[src/rtl/mpid_pkg.sv]
package mpid_pkg;

    localparam int CH_W       = 3;
    localparam int CH_CMP_W   = 7;
    localparam int POS_W      = 12;
    localparam int KP_W       = 8;
    localparam int KD_W       = 8;
    localparam int KI_W       = 20;
    localparam int LIM_W      = 12;
    localparam int ERR_W      = 13;
    localparam int INTEG_W    = 30;
    localparam int FRAC_W     = 16;
    localparam int CFG_IDX_W  = 3;
    localparam int CFG_DATA_W = 20;

    localparam int CHANNELS_DEF = 6;

    localparam logic [KP_W-1:0]  KP_RST   = 8'd24;
    localparam logic [KD_W-1:0]  KD_RST   = 8'd15;
    localparam logic [KI_W-1:0]  KI_RST   = 20'd13107;
    localparam logic [LIM_W-1:0] ILIM_RST = 12'd4095;
    localparam logic [LIM_W-1:0] OLIM_RST = 12'd3500;

    typedef enum logic [CFG_IDX_W-1:0] {
        CFG_KP   = 3'd0,
        CFG_KD   = 3'd1,
        CFG_KI   = 3'd2,
        CFG_ILIM = 3'd3,
        CFG_OLIM = 3'd4
    } t_cfg_idx;

    typedef struct packed {
        logic signed [ERR_W-1:0]   last_err;
        logic signed [INTEG_W-1:0] integ;
    } t_chan_state;

    typedef struct packed {
        logic [KP_W-1:0]  kp;
        logic [KD_W-1:0]  kd;
        logic [KI_W-1:0]  ki_step;
        logic [LIM_W-1:0] integral_limit;
        logic [LIM_W-1:0] output_limit;
    } t_gains;

endpackage

[src/rtl/mpid_in_if.sv]
interface mpid_in_if;
    logic                       valid;
    logic                       ready;
    logic [mpid_pkg::CH_W-1:0]  channel;
    logic [mpid_pkg::POS_W-1:0] setpoint;
    logic [mpid_pkg::POS_W-1:0] measured;
    logic                       drive_enable;

    modport source (output valid, channel, setpoint, measured, drive_enable, input ready);
    modport sink   (input valid, channel, setpoint, measured, drive_enable, output ready);
endinterface

[src/rtl/mpid_out_if.sv]
interface mpid_out_if;
    logic                       valid;
    logic                       ready;
    logic [mpid_pkg::CH_W-1:0]  out_channel;
    logic [mpid_pkg::POS_W-1:0] duty;
    logic                       dir_forward;
    logic                       dir_reverse;

    modport source (output valid, out_channel, duty, dir_forward, dir_reverse, input ready);
    modport sink   (input valid, out_channel, duty, dir_forward, dir_reverse, output ready);
endinterface

[src/rtl/multichannel_pid_motor_drive.sv]
// Multichannel PID position controller for H-bridge motor drives.
// Input channel i_in: one word per control sample (channel, setpoint,
// measured, drive_enable). Output channel o_out: one word per input word
// (out_channel, duty, dir_forward, dir_reverse), in order.
// Both channels are valid/ready; a word moves when both are high.
// Configuration: write i_cfg_data to register i_cfg_idx while i_cfg_we is
// high (0 kp, 1 kd, 2 ki_step, 3 integral_limit, 4 output_limit); write only
// while no word is in flight.
// An accepted word is registered in the input stage, then in the output
// register. Throughput: one word per cycle unless the receiver stalls, also
// back to back on one channel (per-channel state has a write-through bypass).
// The PID math sits between the input stage register and the output register.
// Reset (synchronous, active low) restores the default gains and clears every
// channel's error and integral state through per-channel valid bits.
// When the receiver stalls, the output word holds; one more word sits in the
// input stage, then i_in.ready drops until the output drains.
// Words for channels at or above CHANNELS pass through with zero drive and
// leave the state untouched.
module multichannel_pid_motor_drive #(
    parameter int CHANNELS = mpid_pkg::CHANNELS_DEF
) (
    input  logic                            i_clk,
    input  logic                            i_rst_n,
    input  logic                            i_cfg_we,
    input  logic [mpid_pkg::CFG_IDX_W-1:0]  i_cfg_idx,
    input  logic [mpid_pkg::CFG_DATA_W-1:0] i_cfg_data,
    mpid_in_if.sink                         i_in,
    mpid_out_if.source                      o_out
);
    localparam int IDX_W = (CHANNELS > 1) ? $clog2(CHANNELS) : 1;

    mpid_pkg::t_gains r_gains;

    logic                        r_s1_v;
    logic [mpid_pkg::CH_W-1:0]   r_s1_ch;
    logic [mpid_pkg::POS_W-1:0]  r_s1_sp;
    logic [mpid_pkg::POS_W-1:0]  r_s1_ms;
    logic                        r_s1_en;
    logic                        r_s1_inr;

    logic                        r_out_v;
    logic                        n_out_v;
    logic [mpid_pkg::CH_W-1:0]   r_out_ch;
    logic [mpid_pkg::POS_W-1:0]  r_out_duty;
    logic                        r_out_fwd;
    logic                        r_out_rev;

    logic [mpid_pkg::CH_CMP_W-1:0] in_ch_w;
    logic [mpid_pkg::CH_CMP_W-1:0] s1_ch_w;
    logic                          in_range;
    logic                          accept;
    logic                          s1_adv;
    logic                          wr_en;

    mpid_pkg::t_chan_state rd_state;
    mpid_pkg::t_chan_state wr_state;
    logic [mpid_pkg::POS_W-1:0] calc_duty;
    logic                       calc_fwd;
    logic                       calc_rev;

    always_ff @(posedge i_clk) begin
        if (!i_rst_n) begin
            r_gains.kp             <= mpid_pkg::KP_RST;
            r_gains.kd             <= mpid_pkg::KD_RST;
            r_gains.ki_step        <= mpid_pkg::KI_RST;
            r_gains.integral_limit <= mpid_pkg::ILIM_RST;
            r_gains.output_limit   <= mpid_pkg::OLIM_RST;
        end else if (i_cfg_we) begin
            case (mpid_pkg::t_cfg_idx'(i_cfg_idx))
                mpid_pkg::CFG_KP:   r_gains.kp             <= i_cfg_data[mpid_pkg::KP_W-1:0];
                mpid_pkg::CFG_KD:   r_gains.kd             <= i_cfg_data[mpid_pkg::KD_W-1:0];
                mpid_pkg::CFG_KI:   r_gains.ki_step        <= i_cfg_data[mpid_pkg::KI_W-1:0];
                mpid_pkg::CFG_ILIM: r_gains.integral_limit <= i_cfg_data[mpid_pkg::LIM_W-1:0];
                mpid_pkg::CFG_OLIM: r_gains.output_limit   <= i_cfg_data[mpid_pkg::LIM_W-1:0];
                default: ;
            endcase
        end
    end

    assign in_ch_w  = {{(mpid_pkg::CH_CMP_W-mpid_pkg::CH_W){1'b0}}, i_in.channel};
    assign s1_ch_w  = {{(mpid_pkg::CH_CMP_W-mpid_pkg::CH_W){1'b0}}, r_s1_ch};
    assign in_range = in_ch_w < mpid_pkg::CH_CMP_W'(CHANNELS);
    assign s1_adv   = r_s1_v && (!r_out_v || o_out.ready);
    assign i_in.ready = !r_s1_v || s1_adv;
    assign accept   = i_in.valid && i_in.ready;
    assign wr_en    = s1_adv && r_s1_inr;

    always_ff @(posedge i_clk) begin
        if (!i_rst_n) begin
            r_s1_v <= 1'b0;
        end else if (i_in.ready) begin
            r_s1_v <= i_in.valid;
        end
    end

    always_ff @(posedge i_clk) begin
        if (accept) begin
            r_s1_ch  <= i_in.channel;
            r_s1_sp  <= i_in.setpoint;
            r_s1_ms  <= i_in.measured;
            r_s1_en  <= i_in.drive_enable;
            r_s1_inr <= in_range;
        end
    end

    mpid_state #(.CHANNELS(CHANNELS)) u_state (
        .i_clk     (i_clk),
        .i_rst_n   (i_rst_n),
        .i_rd_en   (accept && in_range),
        .i_rd_idx  (in_ch_w[IDX_W-1:0]),
        .i_wr_en   (wr_en),
        .i_wr_idx  (s1_ch_w[IDX_W-1:0]),
        .i_wr_data (wr_state),
        .o_rd_data (rd_state)
    );

    mpid_calc u_calc (
        .i_gains        (r_gains),
        .i_in_range     (r_s1_inr),
        .i_drive_enable (r_s1_en),
        .i_setpoint     (r_s1_sp),
        .i_measured     (r_s1_ms),
        .i_state        (rd_state),
        .o_state        (wr_state),
        .o_duty         (calc_duty),
        .o_dir_forward  (calc_fwd),
        .o_dir_reverse  (calc_rev)
    );

    always_comb begin
        if (s1_adv) begin
            n_out_v = 1'b1;
        end else if (o_out.ready) begin
            n_out_v = 1'b0;
        end else begin
            n_out_v = r_out_v;
        end
    end

    always_ff @(posedge i_clk) begin
        if (!i_rst_n) begin
            r_out_v <= 1'b0;
        end else begin
            r_out_v <= n_out_v;
        end
    end

    always_ff @(posedge i_clk) begin
        if (s1_adv) begin
            r_out_ch   <= r_s1_ch;
            r_out_duty <= calc_duty;
            r_out_fwd  <= calc_fwd;
            r_out_rev  <= calc_rev;
        end
    end

    assign o_out.valid       = r_out_v;
    assign o_out.out_channel = r_out_ch;
    assign o_out.duty        = r_out_duty;
    assign o_out.dir_forward = r_out_fwd;
    assign o_out.dir_reverse = r_out_rev;

`ifndef SYNTHESIS
    a_wr_in_range: assert property (@(posedge i_clk) disable iff (!i_rst_n)
        wr_en |-> (s1_ch_w < mpid_pkg::CH_CMP_W'(CHANNELS)))
        else $error("state write to out-of-range channel");

    a_dir_excl: assert property (@(posedge i_clk) disable iff (!i_rst_n)
        r_out_v |-> !(r_out_fwd && r_out_rev))
        else $error("both direction bits set");

    a_idle_duty: assert property (@(posedge i_clk) disable iff (!i_rst_n)
        (r_out_v && !r_out_fwd && !r_out_rev) |-> (r_out_duty == '0))
        else $error("nonzero duty with no direction");

    a_duty_limit: assert property (@(posedge i_clk) disable iff (!i_rst_n)
        r_out_v |-> (r_out_duty <= r_gains.output_limit))
        else $error("duty above output limit");

    a_adv_loads_out: assert property (@(posedge i_clk) disable iff (!i_rst_n)
        s1_adv |=> r_out_v)
        else $error("stage advance lost a word");
`endif
endmodule

[src/rtl/mpid_state.sv]
module mpid_state #(
    parameter  int CHANNELS = mpid_pkg::CHANNELS_DEF,
    localparam int IDX_W    = (CHANNELS > 1) ? $clog2(CHANNELS) : 1
) (
    input  logic                 i_clk,
    input  logic                 i_rst_n,
    input  logic                 i_rd_en,
    input  logic [IDX_W-1:0]     i_rd_idx,
    input  logic                 i_wr_en,
    input  logic [IDX_W-1:0]     i_wr_idx,
    input  mpid_pkg::t_chan_state i_wr_data,
    output mpid_pkg::t_chan_state o_rd_data
);
    mpid_pkg::t_chan_state r_mem [CHANNELS];
    mpid_pkg::t_chan_state r_rd_data;
    logic [CHANNELS-1:0]   r_vld;

    always_ff @(posedge i_clk) begin
        if (i_wr_en) begin
            r_mem[i_wr_idx] <= i_wr_data;
        end
    end

    always_ff @(posedge i_clk) begin
        if (!i_rst_n) begin
            r_vld <= '0;
        end else if (i_wr_en) begin
            r_vld[i_wr_idx] <= 1'b1;
        end
    end

    // write-through bypass for back-to-back words on one channel
    always_ff @(posedge i_clk) begin
        if (i_rd_en) begin
            if (i_wr_en && (i_wr_idx == i_rd_idx)) begin
                r_rd_data <= i_wr_data;
            end else if (r_vld[i_rd_idx]) begin
                r_rd_data <= r_mem[i_rd_idx];
            end else begin
                r_rd_data <= '0;
            end
        end
    end

    assign o_rd_data = r_rd_data;
endmodule

[src/rtl/mpid_calc.sv]
module mpid_calc (
    input  mpid_pkg::t_gains              i_gains,
    input  logic                          i_in_range,
    input  logic                          i_drive_enable,
    input  logic [mpid_pkg::POS_W-1:0]    i_setpoint,
    input  logic [mpid_pkg::POS_W-1:0]    i_measured,
    input  mpid_pkg::t_chan_state         i_state,
    output mpid_pkg::t_chan_state         o_state,
    output logic [mpid_pkg::POS_W-1:0]    o_duty,
    output logic                          o_dir_forward,
    output logic                          o_dir_reverse
);
    logic signed [12:0] err;
    logic signed [13:0] derr;
    logic signed [33:0] ki_prod;
    logic signed [34:0] isum;
    logic signed [34:0] ilim_q;
    logic signed [29:0] integ_n;
    logic signed [21:0] p_term;
    logic signed [22:0] d_term;
    logic signed [23:0] pd_sum;
    logic signed [39:0] sum_q;
    logic signed [23:0] drv;
    logic signed [23:0] olim;
    logic signed [12:0] drv_c;
    logic signed [12:0] mag;

    always_comb begin
        err     = $signed({1'b0, i_setpoint}) - $signed({1'b0, i_measured});
        derr    = $signed({err[12], err}) - $signed({i_state.last_err[12], i_state.last_err});
        ki_prod = $signed({1'b0, i_gains.ki_step}) * err;
        isum    = $signed({{5{i_state.integ[29]}}, i_state.integ})
                + $signed({ki_prod[33], ki_prod});
        ilim_q  = $signed({7'd0, i_gains.integral_limit, 16'd0});
        if (isum > ilim_q) begin
            integ_n = ilim_q[29:0];
        end else if (isum < -ilim_q) begin
            integ_n = 30'(-ilim_q);
        end else begin
            integ_n = isum[29:0];
        end

        p_term = $signed({1'b0, i_gains.kp}) * err;
        d_term = $signed({1'b0, i_gains.kd}) * derr;
        pd_sum = $signed({{2{p_term[21]}}, p_term}) + $signed({d_term[22], d_term});
        sum_q  = $signed({pd_sum, 16'd0}) + $signed({{10{integ_n[29]}}, integ_n});

        // truncate toward zero
        drv = sum_q[39:16] + 24'(sum_q[39] && (|sum_q[15:0]));

        olim = $signed({12'd0, i_gains.output_limit});
        if (drv > olim) begin
            drv_c = olim[12:0];
        end else if (drv < -olim) begin
            drv_c = 13'(-olim);
        end else begin
            drv_c = drv[12:0];
        end
        mag = drv_c[12] ? -drv_c : drv_c;

        o_dir_forward = i_in_range && i_drive_enable && !drv_c[12] && (drv_c != '0);
        o_dir_reverse = i_in_range && i_drive_enable && drv_c[12];
        o_duty        = (o_dir_forward || o_dir_reverse) ? mag[11:0] : '0;

        o_state.last_err = err;
        o_state.integ    = integ_n;
    end
endmodule

[src/flat_wrapper.sv]
// flat-port wrapper written by rule: the top's interface ports become plain ports
module multichannel_pid_motor_drive_flat 
#(
    parameter int CHANNELS = mpid_pkg::CHANNELS_DEF
)
  (i_clk, i_rst_n, i_cfg_we, i_cfg_idx, i_cfg_data, i_in_valid, i_in_channel, i_in_setpoint, i_in_measured, i_in_drive_enable, i_in_ready, o_out_valid, o_out_out_channel, o_out_duty, o_out_dir_forward, o_out_dir_reverse, o_out_ready);
  mpid_in_if i_in_i ();
  mpid_out_if o_out_i ();
  input  logic i_clk;
  input  logic i_rst_n;
  input  logic i_cfg_we;
  input  logic [mpid_pkg::CFG_IDX_W-1:0] i_cfg_idx;
  input  logic [mpid_pkg::CFG_DATA_W-1:0] i_cfg_data;
  input wire logic [$bits(i_in_i.valid)-1:0] i_in_valid;
  input wire logic [$bits(i_in_i.channel)-1:0] i_in_channel;
  input wire logic [$bits(i_in_i.setpoint)-1:0] i_in_setpoint;
  input wire logic [$bits(i_in_i.measured)-1:0] i_in_measured;
  input wire logic [$bits(i_in_i.drive_enable)-1:0] i_in_drive_enable;
  output wire logic [$bits(i_in_i.ready)-1:0] i_in_ready;
  output wire logic [$bits(o_out_i.valid)-1:0] o_out_valid;
  output wire logic [$bits(o_out_i.out_channel)-1:0] o_out_out_channel;
  output wire logic [$bits(o_out_i.duty)-1:0] o_out_duty;
  output wire logic [$bits(o_out_i.dir_forward)-1:0] o_out_dir_forward;
  output wire logic [$bits(o_out_i.dir_reverse)-1:0] o_out_dir_reverse;
  input wire logic [$bits(o_out_i.ready)-1:0] o_out_ready;
  assign i_in_i.valid = i_in_valid;
  assign i_in_i.channel = i_in_channel;
  assign i_in_i.setpoint = i_in_setpoint;
  assign i_in_i.measured = i_in_measured;
  assign i_in_i.drive_enable = i_in_drive_enable;
  assign i_in_ready = i_in_i.ready;
  assign o_out_valid = o_out_i.valid;
  assign o_out_out_channel = o_out_i.out_channel;
  assign o_out_duty = o_out_i.duty;
  assign o_out_dir_forward = o_out_i.dir_forward;
  assign o_out_dir_reverse = o_out_i.dir_reverse;
  assign o_out_i.ready = o_out_ready;
  multichannel_pid_motor_drive #(.CHANNELS(CHANNELS)) u_core (.i_clk(i_clk), .i_rst_n(i_rst_n), .i_cfg_we(i_cfg_we), .i_cfg_idx(i_cfg_idx), .i_cfg_data(i_cfg_data), .i_in(i_in_i), .o_out(o_out_i));
endmodule
[config.mk]
export PLATFORM = sky130hd
export DESIGN_NAME = multichannel_pid_motor_drive_flat
export DESIGN_NICKNAME = d
export VERILOG_FILES = /design/src/rtl/mpid_pkg.sv /design/src/rtl/mpid_in_if.sv /design/src/rtl/mpid_out_if.sv /design/src/rtl/multichannel_pid_motor_drive.sv /design/src/rtl/mpid_state.sv /design/src/rtl/mpid_calc.sv /design/src/flat_wrapper.sv
export SDC_FILE = /design/constraint.sdc
export NUM_CORES = 2
export LEC_CHECK = 0
export BUFFER_PORTS_ARGS = -buffer_cell sky130_fd_sc_hd__buf_2
export CAP_MARGIN = 20
export CORE_ASPECT_RATIO = 1.1
export CORE_MARGIN = 3
export CORE_UTILIZATION = 58
export DETAILED_ROUTE_END_ITERATION = 6
export PLACE_DENSITY_LB_ADDON = 0.3
export SKIP_CTS_REPAIR_TIMING = 1
export SLEW_MARGIN = 15
export SYNTH_ARGS = -nofsm -noshare
export SYNTH_HDL_FRONTEND = slang
export SYNTH_HIERARCHICAL = 1
export SYNTH_SLANG_ARGS = --single-unit
[constraint.sdc]
create_clock -name i_clk -period 19.5 [get_ports i_clk]
set_input_delay 3.9 -clock i_clk [delete_from_list [all_inputs] [get_ports i_clk]]
set_output_delay 3.9 -clock i_clk [all_outputs]
set_load 0.01 [all_outputs]
Word-level counts from Yosys, hierarchy flattened. Memory sizes are Yosys's and may differ from the RTL's. Index checks and enable logic that the tools add are counted.

Equality and inequality tests: 5. $add $sub $neg: 9. Bitwise logic cells: 1. Multipliers: 3. Mux-type cells: 15. Magnitude comparators: 8. Reduce and logical (&&, ||, !) cells: 26.

Operators with widths (number): 2-to-1 mux 43 bit (2); 2-to-1 mux 30 bit (2); adder 40 x 30 -> 40 bit (1); adder 30 x 34 -> 35 bit (1); > comparator 35 x 29 -> 1 bit (1); < comparator 35 bit (1); negation 28 -> 35 bit (1); multiplier 21 x 13 -> 34 bit (1); 2-to-1 mux 13 bit (2); adder 22 x 23 -> 24 bit (1); adder 24 x 1 -> 24 bit (1); > comparator 24 x 13 -> 1 bit (1); < comparator 24 bit (1); negation 12 -> 24 bit (1); multiplier 9 x 14 -> 23 bit (1); multiplier 9 x 13 -> 22 bit (1); OR reduction 16 bit (1); subtractor 13 x 13 -> 14 bit (1); nonzero test 13 bit (1); subtractor 12 x 12 -> 13 bit (1); 2-to-1 mux 12 bit (1); negation 12 bit (1); logical AND 1 bit (11); AND reduction 2 bit (5); 15 further kinds (26).

Output and inout bits: 19. Logic and storage cells: 87. RAM bits: 258. Input port bits: 56. Memories: 1. Flip-flop bits (word level): 157.

Memory list: u_core.u_state.r_mem (words 6, width 43, read ports 1, clocked after Yosys merged registers in 0, wr ports 1, RTL line mpid_state.sv:14) `mpid_pkg::t_chan_state r_mem [CHANNELS];`.

Longest topological paths before layout.
Depth in word-level cells: 17. Gate-level depth with buffers: 98.

Hierarchy. Netlist, hierarchy kept.

By module, submodules not included: mpid_calc (area each 24141.9 um2, cells an instance 2939, instances 1, sequential area each 0.0 um2); mpid_state (area each 11715.0 um2, cells an instance 627, instances 1, sequential area each 9158.8 um2); multichannel_pid_motor_drive (area each 3918.8 um2, cells an instance 296, instances 1, sequential area each 2622.5 um2).

Worst setup path before layout. No wires, ideal clock.

Kind: flip-flop to flip-flop. Start point: register u_core/r_s1_sp[1] (netlist name). End point: register u_core.r_out_duty (netlist bit u_core/o_out.duty[8]) (data pin). Library setup time: 0.167 ns. Clock period less this slack: 18.728 ns. Path slack: 0.772 ns. Arrival time: 18.561 ns. Data required time: 19.333 ns. Cell stages (with the launch flop): 95. Buffers on the path: 9. Path through: edfxtp_1 > ha_1 > nor2b_1 > o21ai_0 > a21boi_0 > o21ai_0 > a21boi_0 > o21ai_0 > nand2b_1 > a21oi_1 > nor2b_1 > o21ai_0 > nand2b_1 > a21oi_1 > xnor2_1 > clkbuf_1 > clkbuf_1 > nand2_1 > (+59 left out) > nor2b_1 > o21ai_0 > nand2b_1 > a21oi_1 > o21ai_0 > nand2_1 > o311a_1 > clkbuf_1 > clkbuf_1 > buf_1 > a21oi_1 > mux2i_1 > ha_1 > nand2b_1 > nor2_1 > a21oi_1 > xor2_1 > a211oi_1.

RTL lines: start, declared (RTL line multichannel_pid_motor_drive.sv:36) `logic [mpid_pkg::POS_W-1:0] r_s1_sp;`; start signal, assigned (RTL line multichannel_pid_motor_drive.sv:99) `r_s1_sp <= i_in.setpoint;`; end signal, assigned (RTL line multichannel_pid_motor_drive.sv:151) `r_out_duty <= calc_duty;`; end, declared (RTL line multichannel_pid_motor_drive.sv:44) `logic [mpid_pkg::POS_W-1:0] r_out_duty;`.

==> run summary <==
- finished, final reports clean — status
- 43160 sq um — final instance area
- 63.64% — final standard cell utilization of the core
- 67820 sq um — core area
- 41210 sq um — Placed Instance Area
- 0 — count of inserted antenna diode cells
- u_core/r_s1_sp[0] — start point of the critical path
- 4754 — number of placed instances, taps included
- 0 — Remaining DRCs
- 58.65% — starting density of the core
- 0.4705 ns — Hold Worst Slack
- 0 — Final Hold Vio Count
- 0.9400 — Routability Congestion
- 54.32 MHz — Max Clk Rate
- 0 — Antenna Violating Nets Remaining
- 159500 um — first-pass GRT wire length
- sky130_fd_sc_hd__edfxtp_1 — dominant cell type by area after synthesis
- 18.81 ns — arrival time worst endpoint
- 39780 sq um — synthesized area
- 0 — antenna violations before repair
- u_core/o_out.duty[8] — end of the worst register-to-register path
- 74420 um — hpwl dp
- 1.154 ns — actual transition at the worst max-transition pin
- 29.62% — post-synthesis sequential area ratio
- 28009 — DR vias
- reg2reg — Tightest Hold Check Type
- sky130_fd_sc_hd__fa_1 — Critical-path top delay cell
- 74 — I/O Buffers
- 71760 sq um — Die Outline Area
- 100 — num rows
- 10.30 sq um — Avg Cell Area, Syn
- 94.41% — share of the clock period used by the worst path
- sky130_fd_sc_hd__edfxtp_1 26%, sky130_fd_sc_hd__fa_1 22%, sky130_fd_sc_hd__ha_1 9.8%, sky130_fd_sc_hd__inv_1 5.6%, sky130_fd_sc_hd__nand2_1 4.7% — cell types occupying the most area after synthesis
- done — TritonCTS clock tree
- 415 — register bit count reported by yosys
- u_core/r_s1_sp[0] — Reg-to-Reg Start
- 18.41 ns — crit path time final
- u_core/o_out.duty[8] — critical path capture point
- 4718 — number of nets in the layout
- 415 — CTS Sinks
- 0 — overall overflow remaining after global route
- 0.03710 ns — worst-case clock skew
- 91 — largest net degree at the start of global routing
- 8.503% — area delta synth->final
- 5442 — Layout fillers
- 3 — clock buffer depth
- 5.769 — post-DR vias/cell
- 20.53 um — wire length per cell
- sky130_fd_sc_hd__edfxtp_1 — Top FF cell, synth
- 4855 — non-filler cells, final
- 255.7 um — Chip Width
- 26.20% — post-synth top area share
- flip-flop — type of element capturing the critical path
- 99660 um — final WL
- 0 — Final Slew Violations
- flip-flop — nature of the critical path startpoint
- sky130_fd_sc_hd__clkbuf_16 — CTS Root Cell
- 45 — number of CTS-inserted buffers
- 3862 — synthesized netlist cell count
- 28.37% — GRT Total Usage
- 0.06 ns — clk slew on worst S/H paths
- 0.61 ns — clock network latency to the later pin of the worst-skew pair
- 29084 — via count of the first global-routing pass
- 81 — FF-to-FF path depth
- 93 — library cells used by synthesis
- 6 — total of warnings raised by yosys
- 23.04% — Relative slew margins
- 0.56 ns — biggest cell delay along the critical path
- 4678 — Syn Nets
- reg2reg — Setup Crit Path Kind
- 0% — proportion of synthesized flip-flops having asynchronous set or reset
- 2126 — drt initial violations
- 2 — H-tree depth
- 1.09 ns — setup slack on the worst flop-to-flop path
- 347 — EDFF count, synth
- 9.119% — share of cells above drive strength 1
- 75 — number of ports placed on the die boundary
- 0 — max-cap viol count
- 19.90 ns — Crit path required time
- 280.7 um — overall die height
- 6 — number of search-and-repair iterations in the first detailed-routing pass
- 0 — number of setup violations in the final report
- 15 — worst-path maximum fanout
worst min path at each step:
stage,start,end,slack (ns),depth (start not counted)
global placement,u_core/u_state/r_vld[3],u_core/u_state/r_vld[3],0.45,1
global route,u_core/u_state/r_vld[1],u_core/u_state/r_vld[1],0.49,1
detailed placement,u_core/u_state/r_vld[2],u_core/u_state/r_vld[2],0.46,1
finish,u_core/u_state/r_vld[2],u_core/u_state/r_vld[2],0.47,1
floorplan,u_core/r_gains[9],u_core/r_gains[9],0.43,2
CTS,u_core/u_state/r_vld[0],u_core/u_state/r_vld[0],0.47,1
sequential cells by signal (all words and copies together) (netlist names), 3 cells and up:
| name | cells |
|---|---|
| u_core/r_s1_ch | 3 |
| u_core/u_state/r_mem | 258 |
| u_core/r_s1_ms | 12 |
| u_core/o_out.duty | 12 |
| u_core/r_s1_sp | 12 |
| u_core/u_state/r_vld | 6 |
| u_core/r_gains | 60 |
| u_core/u_state/o_rd_data | 43 |
| u_core/o_out.out_channel | 3 |
synth_stat cells (10+ instances only):
| cell | n |
|---|---|
| sky130_fd_sc_hd__fa_1 | 447 |
| sky130_fd_sc_hd__nor3_1 | 31 |
| sky130_fd_sc_hd__buf_4 | 11 |
| sky130_fd_sc_hd__nor2b_1 | 104 |
| sky130_fd_sc_hd__edfxtp_1 | 347 |
| sky130_fd_sc_hd__o31ai_1 | 11 |
| sky130_fd_sc_hd__a31oi_1 | 12 |
| sky130_fd_sc_hd__o21ai_0 | 120 |
| sky130_fd_sc_hd__ha_1 | 313 |
| sky130_fd_sc_hd__mux4_2 | 43 |
| sky130_fd_sc_hd__nor2_1 | 145 |
| sky130_fd_sc_hd__o211ai_1 | 10 |
| sky130_fd_sc_hd__a21o_1 | 40 |
| sky130_fd_sc_hd__inv_1 | 595 |
| sky130_fd_sc_hd__nand2b_1 | 38 |
| sky130_fd_sc_hd__or3_1 | 12 |
| sky130_fd_sc_hd__nand2_1 | 501 |
| sky130_fd_sc_hd__nand4_1 | 20 |
| sky130_fd_sc_hd__a21oi_1 | 105 |
| sky130_fd_sc_hd__dfxtp_1 | 68 |
| sky130_fd_sc_hd__a21boi_0 | 13 |
| sky130_fd_sc_hd__and3_1 | 21 |
| sky130_fd_sc_hd__buf_2 | 18 |
| sky130_fd_sc_hd__mux2i_1 | 130 |
| sky130_fd_sc_hd__xor2_1 | 37 |
| sky130_fd_sc_hd__xnor2_1 | 106 |
| sky130_fd_sc_hd__o21ai_1 | 45 |
| sky130_fd_sc_hd__clkbuf_1 | 125 |
| sky130_fd_sc_hd__nand3_1 | 24 |
| sky130_fd_sc_hd__o21a_1 | 31 |
| sky130_fd_sc_hd__a211oi_1 | 19 |
| sky130_fd_sc_hd__nor4_1 | 13 |
| sky130_fd_sc_hd__and2_1 | 162 |
stage by stage:
step | worst slack, ns | TNS (ns)
after global placement | 0.2360 | 0
after CTS | -0.4365 | -3.292
after detailed placement | -0.3315 | -2.071
after global routing | -0.1395 | -0.4794
after floorplan | 0.7716 | 0
final | 1.090 | 0
worst max-delay path: cells and delay by family, from the launching register on:
family          cells  cell delay, ns
compound gates     33            6.47
fa+ha+maj          14            5.51
simple gates       19            3.49
buf+inv             9            1.14
xor+xnor            5            1.05
flops               1            0.36
mux                 1            0.18
area by class of cell:
| class | instances | area, sq um | share of cell area, % |
|---|---|---|---|
| Timing Repair Buffer | 156 | 1035 | 2.398 |
| Tap cell | 918 | 1149 | 2.661 |
| Clock inverter | 26 | 316.6 | 0.7335 |
| Multi-Input combinational cell | 2687 | 25440 | 58.94 |
| Clock buffer | 56 | 1199 | 2.777 |
| Inverter | 597 | 2241 | 5.192 |
| Sequential cell | 415 | 11780 | 27.30 |
logic make-up after synthesis:
group / after synthesis / synth area share (%)
flops: 415 / 29.62
fa+ha+maj: 760 / 32.34
simple gates: 1132 / 13.96
mux: 179 / 5.876
compound gates: 471 / 7.487
buf+inv: 760 / 7.465
xor+xnor: 145 / 3.246
per-layer routing:
metal / track usage, % / vias to the layer above / wire length, um
met3: 4.037 / 196 / 6990
met1: 37.98 / 14002 / 40570
met2: 47.84 / 1012 / 48100
met4: 10.02 / 0 / 4001
met5: 0 / - / 0
li1: - / 12799 / -
cell usage in the layout (no fill, tap or decap), types with 25 or more instances in the layout:
| cell | Yosys | final |
|---|---|---|
| sky130_fd_sc_hd__inv_1 | 595 | 595 |
| sky130_fd_sc_hd__nand2_1 | 501 | 500 |
| sky130_fd_sc_hd__fa_1 | 447 | 447 |
| sky130_fd_sc_hd__edfxtp_1 | 347 | 347 |
| sky130_fd_sc_hd__ha_1 | 313 | 306 |
| sky130_fd_sc_hd__and2_1 | 162 | 160 |
| sky130_fd_sc_hd__nor2_1 | 145 | 137 |
| sky130_fd_sc_hd__mux2i_1 | 130 | 128 |
| sky130_fd_sc_hd__o21ai_0 | 120 | 116 |
| sky130_fd_sc_hd__nor2b_1 | 104 | 104 |
| sky130_fd_sc_hd__xnor2_1 | 106 | 97 |
| sky130_fd_sc_hd__a21oi_1 | 105 | 96 |
| sky130_fd_sc_hd__buf_4 | 11 | 79 |
| sky130_fd_sc_hd__buf_2 | 18 | 73 |
| sky130_fd_sc_hd__dfxtp_1 | 68 | 68 |
| sky130_fd_sc_hd__o21ai_1 | 45 | 48 |
| sky130_fd_sc_hd__clkbuf_16 | 0 | 47 |
| sky130_fd_sc_hd__mux4_2 | 43 | 43 |
| sky130_fd_sc_hd__a21o_1 | 40 | 40 |
| sky130_fd_sc_hd__nand2b_1 | 38 | 38 |
| sky130_fd_sc_hd__xor2_1 | 37 | 35 |
| sky130_fd_sc_hd__o21a_1 | 31 | 31 |
| sky130_fd_sc_hd__nor3_1 | 31 | 25 |
Power is not shown: default switching activity piles up to over one toggle a cycle in this logic, so the estimate is an artifact.
